## src/biou_pkg.sv

```systemverilog
// Shared constants for the box overlap ratio unit.
// No dependencies; used by the interfaces, the top level and the checker.
package biou_pkg;

  localparam int unsigned CoordBitsDef = 12;
  localparam int unsigned FracBitsDef  = 16;

endpackage

```

## src/biou_in_if.sv

```systemverilog
// Input channel: valid/ready handshake carrying one pair of boxes.
// Depends on biou_pkg for the default coordinate width.
interface biou_in_if #(
  parameter int unsigned COORD_BITS = biou_pkg::CoordBitsDef
) ();

  logic                  valid;
  logic                  ready;
  logic [COORD_BITS-1:0] a_left;
  logic [COORD_BITS-1:0] a_top;
  logic signed [COORD_BITS:0] a_width;
  logic signed [COORD_BITS:0] a_height;
  logic [COORD_BITS-1:0] b_left;
  logic [COORD_BITS-1:0] b_top;
  logic signed [COORD_BITS:0] b_width;
  logic signed [COORD_BITS:0] b_height;

  modport source (
    output valid, a_left, a_top, a_width, a_height, b_left, b_top, b_width, b_height,
    input  ready
  );

  modport sink (
    input  valid, a_left, a_top, a_width, a_height, b_left, b_top, b_width, b_height,
    output ready
  );

endinterface

```

## src/biou_out_if.sv

```systemverilog
// Output channel: valid/ready handshake carrying one overlap ratio result.
// Depends on biou_pkg for the default fraction width.
interface biou_out_if #(
  parameter int unsigned FRAC_BITS = biou_pkg::FracBitsDef
) ();

  logic               valid;
  logic               ready;
  logic [FRAC_BITS:0] ratio;
  logic               bad_size;
  logic               overlaps;

  modport source (
    output valid, ratio, bad_size, overlaps,
    input  ready
  );

  modport sink (
    input  valid, ratio, bad_size, overlaps,
    output ready
  );

endinterface

```

## src/box_iou_ratio_unit.sv

```systemverilog
// Top level of the box overlap ratio unit: pipelined intersection-over-union.
// Depends on biou_pkg, biou_in_if and biou_out_if.
//
// Takes one pair of boxes per cycle unless the output stalls and returns intersection
// area over union area with FRAC_BITS fraction bits, truncated.
// Four front stages form the corners, the extents, the areas and the union; then a
// restoring divider with one register stage per quotient bit (FRAC_BITS + 1 stages)
// forms the quotient, so sustained throughput is one transfer per cycle. The whole
// pipeline holds while a finished result waits and the output is not taken; empty
// stages are filled as it runs. A non-positive extent returns zero with bad_size set,
// disjoint boxes return zero with overlaps clear. No clearing pass after reset.
module box_iou_ratio_unit #(
  parameter int unsigned COORD_BITS = biou_pkg::CoordBitsDef,
  parameter int unsigned FRAC_BITS  = biou_pkg::FracBitsDef
) (
  input  logic       clk_i,
  input  logic       rst_ni,
  biou_in_if.sink    in_i,
  biou_out_if.source out_o
);

  localparam int unsigned AreaW     = 2 * COORD_BITS;
  localparam int unsigned UniW      = AreaW + 1;
  localparam int unsigned TrialW    = UniW + 1;
  localparam int unsigned QuoW      = FRAC_BITS + 1;
  localparam int unsigned DivStages = FRAC_BITS + 1;
  localparam int unsigned NumStages = DivStages + 4;

  logic                 advance;
  logic [NumStages-1:0] vld_q, vld_d;

  // Stage 1: extents check, inclusive end corners, intersection corners.
  logic                  bad1_q;
  logic [COORD_BITS-1:0] lx1_q, ly1_q;
  logic [COORD_BITS:0]   rx1_q, ry1_q;
  logic [COORD_BITS-1:0] aw1_q, ah1_q, bw1_q, bh1_q;

  logic                  bad1_d;
  logic [COORD_BITS-1:0] lx1_d, ly1_d;
  logic [COORD_BITS:0]   rx1_d, ry1_d;
  logic [COORD_BITS:0]   a_right, a_bottom, b_right, b_bottom;

  // Stage 2: overlap extents and box areas.
  logic                  bad2_q, ovl2_q;
  logic [COORD_BITS-1:0] dw2_q, dh2_q;
  logic [AreaW-1:0]      area_a2_q, area_b2_q;
  logic                  ovl2_d;
  logic [COORD_BITS:0]   dw_full, dh_full;

  // Stage 3: intersection area and area sum.
  logic                  bad3_q, ovl3_q;
  logic [AreaW-1:0]      inter3_q;
  logic [UniW-1:0]       sum3_q;

  // Stage 4: union area.
  logic                  bad4_q, ovl4_q;
  logic [AreaW-1:0]      inter4_q;
  logic [UniW-1:0]       uni4_q;

  // Divider stages.
  logic [UniW-1:0] rem_q  [DivStages];
  logic [UniW-1:0] udiv_q [DivStages];
  logic [QuoW-1:0] quo_q  [DivStages];
  logic            badd_q [DivStages];
  logic            ovld_q [DivStages];

  assign advance    = ~vld_q[NumStages-1] | out_o.ready;
  assign in_i.ready = advance;
  assign vld_d      = {vld_q[NumStages-2:0], in_i.valid};

  always_ff @(posedge clk_i or negedge rst_ni) begin
    if (!rst_ni) begin
      vld_q <= '0;
    end else if (advance) begin
      vld_q <= vld_d;
    end
  end

  always_comb begin
    bad1_d = ~(~in_i.a_width[COORD_BITS]  & (|in_i.a_width[COORD_BITS-1:0])  &
               ~in_i.a_height[COORD_BITS] & (|in_i.a_height[COORD_BITS-1:0]) &
               ~in_i.b_width[COORD_BITS]  & (|in_i.b_width[COORD_BITS-1:0])  &
               ~in_i.b_height[COORD_BITS] & (|in_i.b_height[COORD_BITS-1:0]));
    a_right  = {1'b0, in_i.a_left} + {1'b0, in_i.a_width[COORD_BITS-1:0]}
               - (COORD_BITS+1)'(1);
    a_bottom = {1'b0, in_i.a_top} + {1'b0, in_i.a_height[COORD_BITS-1:0]}
               - (COORD_BITS+1)'(1);
    b_right  = {1'b0, in_i.b_left} + {1'b0, in_i.b_width[COORD_BITS-1:0]}
               - (COORD_BITS+1)'(1);
    b_bottom = {1'b0, in_i.b_top} + {1'b0, in_i.b_height[COORD_BITS-1:0]}
               - (COORD_BITS+1)'(1);
    lx1_d = (in_i.a_left >= in_i.b_left) ? in_i.a_left : in_i.b_left;
    ly1_d = (in_i.a_top  >= in_i.b_top)  ? in_i.a_top  : in_i.b_top;
    rx1_d = (a_right  <= b_right)  ? a_right  : b_right;
    ry1_d = (a_bottom <= b_bottom) ? a_bottom : b_bottom;
  end

  always_comb begin
    ovl2_d  = ({1'b0, lx1_q} <= rx1_q) & ({1'b0, ly1_q} <= ry1_q) & ~bad1_q;
    dw_full = rx1_q - {1'b0, lx1_q} + (COORD_BITS+1)'(1);
    dh_full = ry1_q - {1'b0, ly1_q} + (COORD_BITS+1)'(1);
  end

  always_ff @(posedge clk_i) begin
    if (advance) begin
      bad1_q <= bad1_d;
      lx1_q  <= lx1_d;
      ly1_q  <= ly1_d;
      rx1_q  <= rx1_d;
      ry1_q  <= ry1_d;
      aw1_q  <= in_i.a_width[COORD_BITS-1:0];
      ah1_q  <= in_i.a_height[COORD_BITS-1:0];
      bw1_q  <= in_i.b_width[COORD_BITS-1:0];
      bh1_q  <= in_i.b_height[COORD_BITS-1:0];

      bad2_q    <= bad1_q;
      ovl2_q    <= ovl2_d;
      dw2_q     <= dw_full[COORD_BITS-1:0];
      dh2_q     <= dh_full[COORD_BITS-1:0];
      area_a2_q <= AreaW'(aw1_q) * AreaW'(ah1_q);
      area_b2_q <= AreaW'(bw1_q) * AreaW'(bh1_q);

      bad3_q   <= bad2_q;
      ovl3_q   <= ovl2_q;
      inter3_q <= AreaW'(dw2_q) * AreaW'(dh2_q);
      sum3_q   <= {1'b0, area_a2_q} + {1'b0, area_b2_q};

      bad4_q   <= bad3_q;
      ovl4_q   <= ovl3_q;
      inter4_q <= inter3_q;
      uni4_q   <= sum3_q - {1'b0, inter3_q};
    end
  end

  for (genvar j = 0; j < DivStages; j++) begin : g_div
    logic [TrialW-1:0] trial;
    logic [UniW-1:0]   u_in;
    logic [QuoW-1:0]   q_in;
    logic              bad_in, ovl_in;
    logic              fits;
    logic [TrialW-1:0] diff;

    if (j == 0) begin : g_first
      assign trial  = {2'b00, inter4_q};
      assign u_in   = uni4_q;
      assign q_in   = '0;
      assign bad_in = bad4_q;
      assign ovl_in = ovl4_q;
    end else begin : g_next
      assign trial  = {rem_q[j-1], 1'b0};
      assign u_in   = udiv_q[j-1];
      assign q_in   = quo_q[j-1];
      assign bad_in = badd_q[j-1];
      assign ovl_in = ovld_q[j-1];
    end

    assign diff = trial - {1'b0, u_in};
    assign fits = trial >= {1'b0, u_in};

    always_ff @(posedge clk_i) begin
      if (advance) begin
        rem_q[j]  <= fits ? diff[UniW-1:0] : trial[UniW-1:0];
        udiv_q[j] <= u_in;
        quo_q[j]  <= {q_in[QuoW-2:0], fits};
        badd_q[j] <= bad_in;
        ovld_q[j] <= ovl_in;
      end
    end
  end

  assign out_o.valid    = vld_q[NumStages-1];
  assign out_o.ratio    = ovld_q[DivStages-1] ? quo_q[DivStages-1] : '0;
  assign out_o.bad_size = badd_q[DivStages-1];
  assign out_o.overlaps = ovld_q[DivStages-1];

endmodule

```

## src/flat_wrapper.sv

```systemverilog
// flat-port wrapper written by rule: the top's interface ports become plain ports
module box_iou_ratio_unit_flat 
#(
  parameter int unsigned COORD_BITS = biou_pkg::CoordBitsDef,
  parameter int unsigned FRAC_BITS  = biou_pkg::FracBitsDef
)
  (clk_i, rst_ni, in_i_valid, in_i_a_left, in_i_a_top, in_i_a_width, in_i_a_height, in_i_b_left, in_i_b_top, in_i_b_width, in_i_b_height, in_i_ready, out_o_valid, out_o_ratio, out_o_bad_size, out_o_overlaps, out_o_ready);
  biou_in_if #(.COORD_BITS(COORD_BITS)) in_i_i ();
  biou_out_if #(.FRAC_BITS(FRAC_BITS)) out_o_i ();
  input  logic clk_i;
  input  logic rst_ni;
  input wire logic [$bits(in_i_i.valid)-1:0] in_i_valid;
  input wire logic [$bits(in_i_i.a_left)-1:0] in_i_a_left;
  input wire logic [$bits(in_i_i.a_top)-1:0] in_i_a_top;
  input wire logic [$bits(in_i_i.a_width)-1:0] in_i_a_width;
  input wire logic [$bits(in_i_i.a_height)-1:0] in_i_a_height;
  input wire logic [$bits(in_i_i.b_left)-1:0] in_i_b_left;
  input wire logic [$bits(in_i_i.b_top)-1:0] in_i_b_top;
  input wire logic [$bits(in_i_i.b_width)-1:0] in_i_b_width;
  input wire logic [$bits(in_i_i.b_height)-1:0] in_i_b_height;
  output wire logic [$bits(in_i_i.ready)-1:0] in_i_ready;
  output wire logic [$bits(out_o_i.valid)-1:0] out_o_valid;
  output wire logic [$bits(out_o_i.ratio)-1:0] out_o_ratio;
  output wire logic [$bits(out_o_i.bad_size)-1:0] out_o_bad_size;
  output wire logic [$bits(out_o_i.overlaps)-1:0] out_o_overlaps;
  input wire logic [$bits(out_o_i.ready)-1:0] out_o_ready;
  assign in_i_i.valid = in_i_valid;
  assign in_i_i.a_left = in_i_a_left;
  assign in_i_i.a_top = in_i_a_top;
  assign in_i_i.a_width = in_i_a_width;
  assign in_i_i.a_height = in_i_a_height;
  assign in_i_i.b_left = in_i_b_left;
  assign in_i_i.b_top = in_i_b_top;
  assign in_i_i.b_width = in_i_b_width;
  assign in_i_i.b_height = in_i_b_height;
  assign in_i_ready = in_i_i.ready;
  assign out_o_valid = out_o_i.valid;
  assign out_o_ratio = out_o_i.ratio;
  assign out_o_bad_size = out_o_i.bad_size;
  assign out_o_overlaps = out_o_i.overlaps;
  assign out_o_i.ready = out_o_ready;
  box_iou_ratio_unit #(.COORD_BITS(COORD_BITS), .FRAC_BITS(FRAC_BITS)) u_core (.clk_i(clk_i), .rst_ni(rst_ni), .in_i(in_i_i), .out_o(out_o_i));
endmodule
```

## config.mk

```make
export PLATFORM = sky130hd
export DESIGN_NAME = box_iou_ratio_unit_flat
export DESIGN_NICKNAME = d
export VERILOG_FILES = /design/src/biou_pkg.sv /design/src/biou_in_if.sv /design/src/biou_out_if.sv /design/src/box_iou_ratio_unit.sv /design/src/flat_wrapper.sv
export SDC_FILE = /design/constraint.sdc
export NUM_CORES = 2
export LEC_CHECK = 0
export BUFFER_PORTS_ARGS = -buffer_cell sky130_fd_sc_hd__buf_2
export CORE_AREA = 2 2 400 402
export DETAILED_ROUTE_END_ITERATION = 6
export DIE_AREA = 0 0 402 404
export GPL_TIMING_DRIVEN = 0
export PLACE_DENSITY = 0.73
export SETUP_SLACK_MARGIN = 0.2
export SYNTH_ARGS = -nofsm -noshare
export SYNTH_HDL_FRONTEND = slang
export SYNTH_SLANG_ARGS = --single-unit
```

## constraint.sdc

```tcl
create_clock -name clk_i -period 40.6 [get_ports clk_i]
set_clock_uncertainty 0.1 [all_clocks]
set_input_delay 4.06 -clock clk_i [delete_from_list [all_inputs] [get_ports clk_i]]
set_output_delay 4.06 -clock clk_i [all_outputs]
set_load 0.02 [all_outputs]
```

==> qor.csv <==
stage,metric,value,unit
setup_path,end_kind,primary output,
floorplanning,initial_utilization,54.7,%
routing,antenna_left,0,
routing,wirelength,199000,um
sta,whs,269,ps
place,dp_cells,10200,
clock_tree,path_clk_slew,60,ps
synthesis,ys_ff_latch,1283,
flow_run,max_cap_viol_count,0,
setup_path,crit_arrival,5950,ps
setup_path,reg2reg_slack,33360,ps
synthesis,avgSynthCellArea,10.8,um2
setup_path,critPathSlowestCell,buf_16,
sta,slew_violations,0,
synthesis,ys_warn_count,0,
synthesis,synth_edf_count,1262,
synthesis,synth_flop_cell,edfxtp_1,
setup_path,slowest_delay,570,ps
clock_tree,clkLatencyLatePin,800,ps
place,place_area,0.0897,mm2
min_path,hold_depth,0,
cells_and_area,regArea,0.0384,mm2
routing,dr.pass1.iters,6,
setup_path,critical_path_required,36440,ps
synthesis,ys_types,94,
floorplanning,dieArea,0.162,mm2
clock_tree,root_buffer,clkbuf_16,
grt,grt.overflow.total,0,
status,status,"complete, no violations",
routing,drc,0,
setup_path,rr_worst_depth,22,
sta,rsz0062_at_grt,no,
clock_tree,post_cts_resized,0,
clock_tree,cts_hold_buf,0,
routing,drt-initial-drc-count,4454,
sta,relSlewSlack,27.6,%
sta,report.final.setup_viol,0,
sta,tightest_slew,1090,ps
floorplanning,io_pins,125,
cells_and_area,final_nets,9584,
cells_and_area,drive_gt1_share,6.90,%
grt,grt_pass1_wl,317000,um
place,portBuffers,124,
sta,finalWorstSetupSlack,30490,ps
setup_path,cp_max_fo,159,
synthesis,syn_inst,8016,
cells_and_area,fillers,12900,
place,pre_cts_slack,30440,ps
setup_path,cp_cell_sequence,buf_2 -> nand2b_1 -> buf_16 -> buf_16 -> buf_2,
cells_and_area,fin_area,0.0946,mm2
floorplanning,rows,146,
place,gp_congestion,0.966,
cells_and_area,multi_input_area,0.0424,mm2
cells_and_area,syn_to_final_growth,9.64,%
clock_tree,cts_buffer_depth,3,
synthesis,synth-seq-area-share,44.5,%
min_path,hold_path_class,flop to flop,
clock_tree,postCtsSetupRepairBufs,0,
synthesis,syn-cell-area,0.0863,mm2
floorplanning,die_h,404,um
clock_tree,tritoncts,yes,
floorplanning,die_w,402,um
clock_tree,cts_made_buffers,144,
synthesis,postSynth.asyncResetShare,1.64,%
grt,antenna_found_initial,0,
routing,wire_per_inst,19.0,um
routing,via_per_inst,5.61,
sta,fin_crit,10110,ps
routing,vias,58800,
setup_path,critPathKind,primary input to primary output,
grt,track_usage,24.6,%
grt,grt_pass1_vias,59400,
min_path,hold-path-endpoint,u_core.badd_q[0][14],
grt,grt_max_degree,198,
clock_tree,clock_sinks,1283,
setup_path,start_kind,primary input,
sta,hold_viol_final,0,
place,hpwl,156000,um
min_path,holdCritStartpoint,u_core.badd_q[0][13],
synthesis,synth_nets,9307,
setup_path,timing.rr.end,u_core.area_a2_q[23],
cells_and_area,final_cells,10500,
floorplanning,core_area,0.158,mm2
sta,max_freq,0.0989,GHz
clock_tree,htreeDepth,4,
setup_path,rr_startpoint,u_core.aw1_q[7],
sta,period_share,24.9,%
## flip-flops by register name (all words and copies together) (netlist names), 21 cells and up
| name | count |
|---|---|
| u_core.rem_q | 400 |
| u_core.udiv_q | 400 |
| u_core.quo_q | 153 |
| u_core.g_div.u_in | 25 |
| u_core.sum3_q | 25 |
| u_core.area_a2_q | 24 |
| u_core.area_b2_q | 24 |
| u_core.inter3_q | 24 |
| u_core.inter4_q | 24 |
| u_core.vld_q | 21 |
## layout by cell type (no fill, tap or decap), types with 62 or more instances in the layout
| cell type | count |
|---|---|
| inv_1 | 1267 |
| edfxtp_1 | 1262 |
| ha_1 | 861 |
| nand2_1 | 698 |
| o21ai_0 | 476 |
| a21oi_1 | 451 |
| nor2_1 | 343 |
| fa_1 | 326 |
| xnor2_1 | 299 |
| a21o_1 | 220 |
| and2_1 | 206 |
| xor2_1 | 177 |
| clkbuf_1 | 147 |
| mux2_2 | 147 |
| buf_2 | 147 |
| clkbuf_16 | 145 |
| nor2b_1 | 86 |
| nand2b_1 | 86 |
| nand3_1 | 85 |
| nor3_1 | 80 |
| o21bai_1 | 79 |
| o21a_1 | 70 |
| nand4_1 | 62 |
## cell type report
class                   instances  area share [%]
plain buffers                 169           0.779
diodes                          1         0.00264
repair buffers                131           0.859
multi-input cells            5295            44.8
clock buffers                 161            3.91
well taps                    2072            2.74
inverters                    1269            5.03
clock inverters                95            1.26
flip-flops and latches       1283            40.6
## kinds of logic after synthesis
logic type	Yosys count	synth area share [%]
xor gates and xnor gates	476	4.83
muxes	198	2.51
adders and majority gates	1187	20.0
AOI/OAI and AO/OA	1646	11.9
and+or+nand+nor	1788	9.82
DFF	1283	44.5
buffers and inverters	1438	6.34
## worst max-delay path: cells and delay by family
| kind | cells | cell delay (ps) |
|---|---|---|
| buf+inv | 4 | 1410 |
| simple gates | 1 | 270 |
## Yosys cell counts (25+ instances only)
| cell type | number | area (um2) |
|---|---|---|
| mux2i_1 | 50 | 500 |
| o31ai_1 | 31 | 233 |
| a21o_1 | 220 | 1650 |
| a21oi_1 | 451 | 2260 |
| clkbuf_1 | 132 | 495 |
| nand2_1 | 698 | 2620 |
| nand2b_1 | 86 | 538 |
| a31oi_1 | 38 | 238 |
| o21ai_0 | 476 | 2380 |
| o21a_1 | 70 | 526 |
| nor3_1 | 80 | 400 |
| edfxtp_1 | 1262 | 37900 |
| nand4_1 | 62 | 388 |
| and3_1 | 37 | 231 |
| nor4_1 | 26 | 163 |
| a21boi_0 | 29 | 218 |
| nor2_1 | 343 | 1290 |
| ha_1 | 861 | 10800 |
| nor2b_1 | 86 | 538 |
| nand3_1 | 85 | 425 |
| o21bai_1 | 79 | 593 |
| xnor2_1 | 299 | 2620 |
| and2_1 | 206 | 1290 |
| a211oi_1 | 41 | 308 |
| fa_1 | 326 | 6530 |
| inv_1 | 1267 | 4760 |
| xor2_1 | 177 | 1550 |
| o211ai_1 | 25 | 188 |
| mux2_2 | 147 | 1660 |
## layer usage
| metal | share of wire (%) | vias up | GRT usage [%] |
|---|---|---|---|
| met5 | 0 | - | 0 |
| met4 | 4.3 | 0 | 10.3 |
| met3 | 5.0 | 400 | 3.84 |
| met2 | 50 | 1587 | 43.4 |
| met1 | 41 | 28400 | 29.9 |
| li1 | - | 28400 | - |
## metrics by stage
step                util [%]  setup TNS, ps
finish                  60.0              0
global route            60.0              0
CTS                     60.0              0
detailed placement      56.9              0
global placement        56.7       -7313000
floorplan                  -              0
## worst max-delay path by stage
stage | startpoint | end | slack [ps] | cells past startpoint
floorplan | out_o_ready | in_i_ready | 2090 | 2
global placement | out_o_ready | in_i_ready | -11770 | 4
detailed placement | out_o_ready | in_i_ready | 30440 | 5
CTS | out_o_ready | in_i_ready | 30440 | 5
global route | out_o_ready | in_i_ready | 30330 | 5
finish | out_o_ready | in_i_ready | 30490 | 5
Power is left out: the tool's default activity adds up to more than one toggle a clock period on the data nets, which glitch-free logic cannot reach.
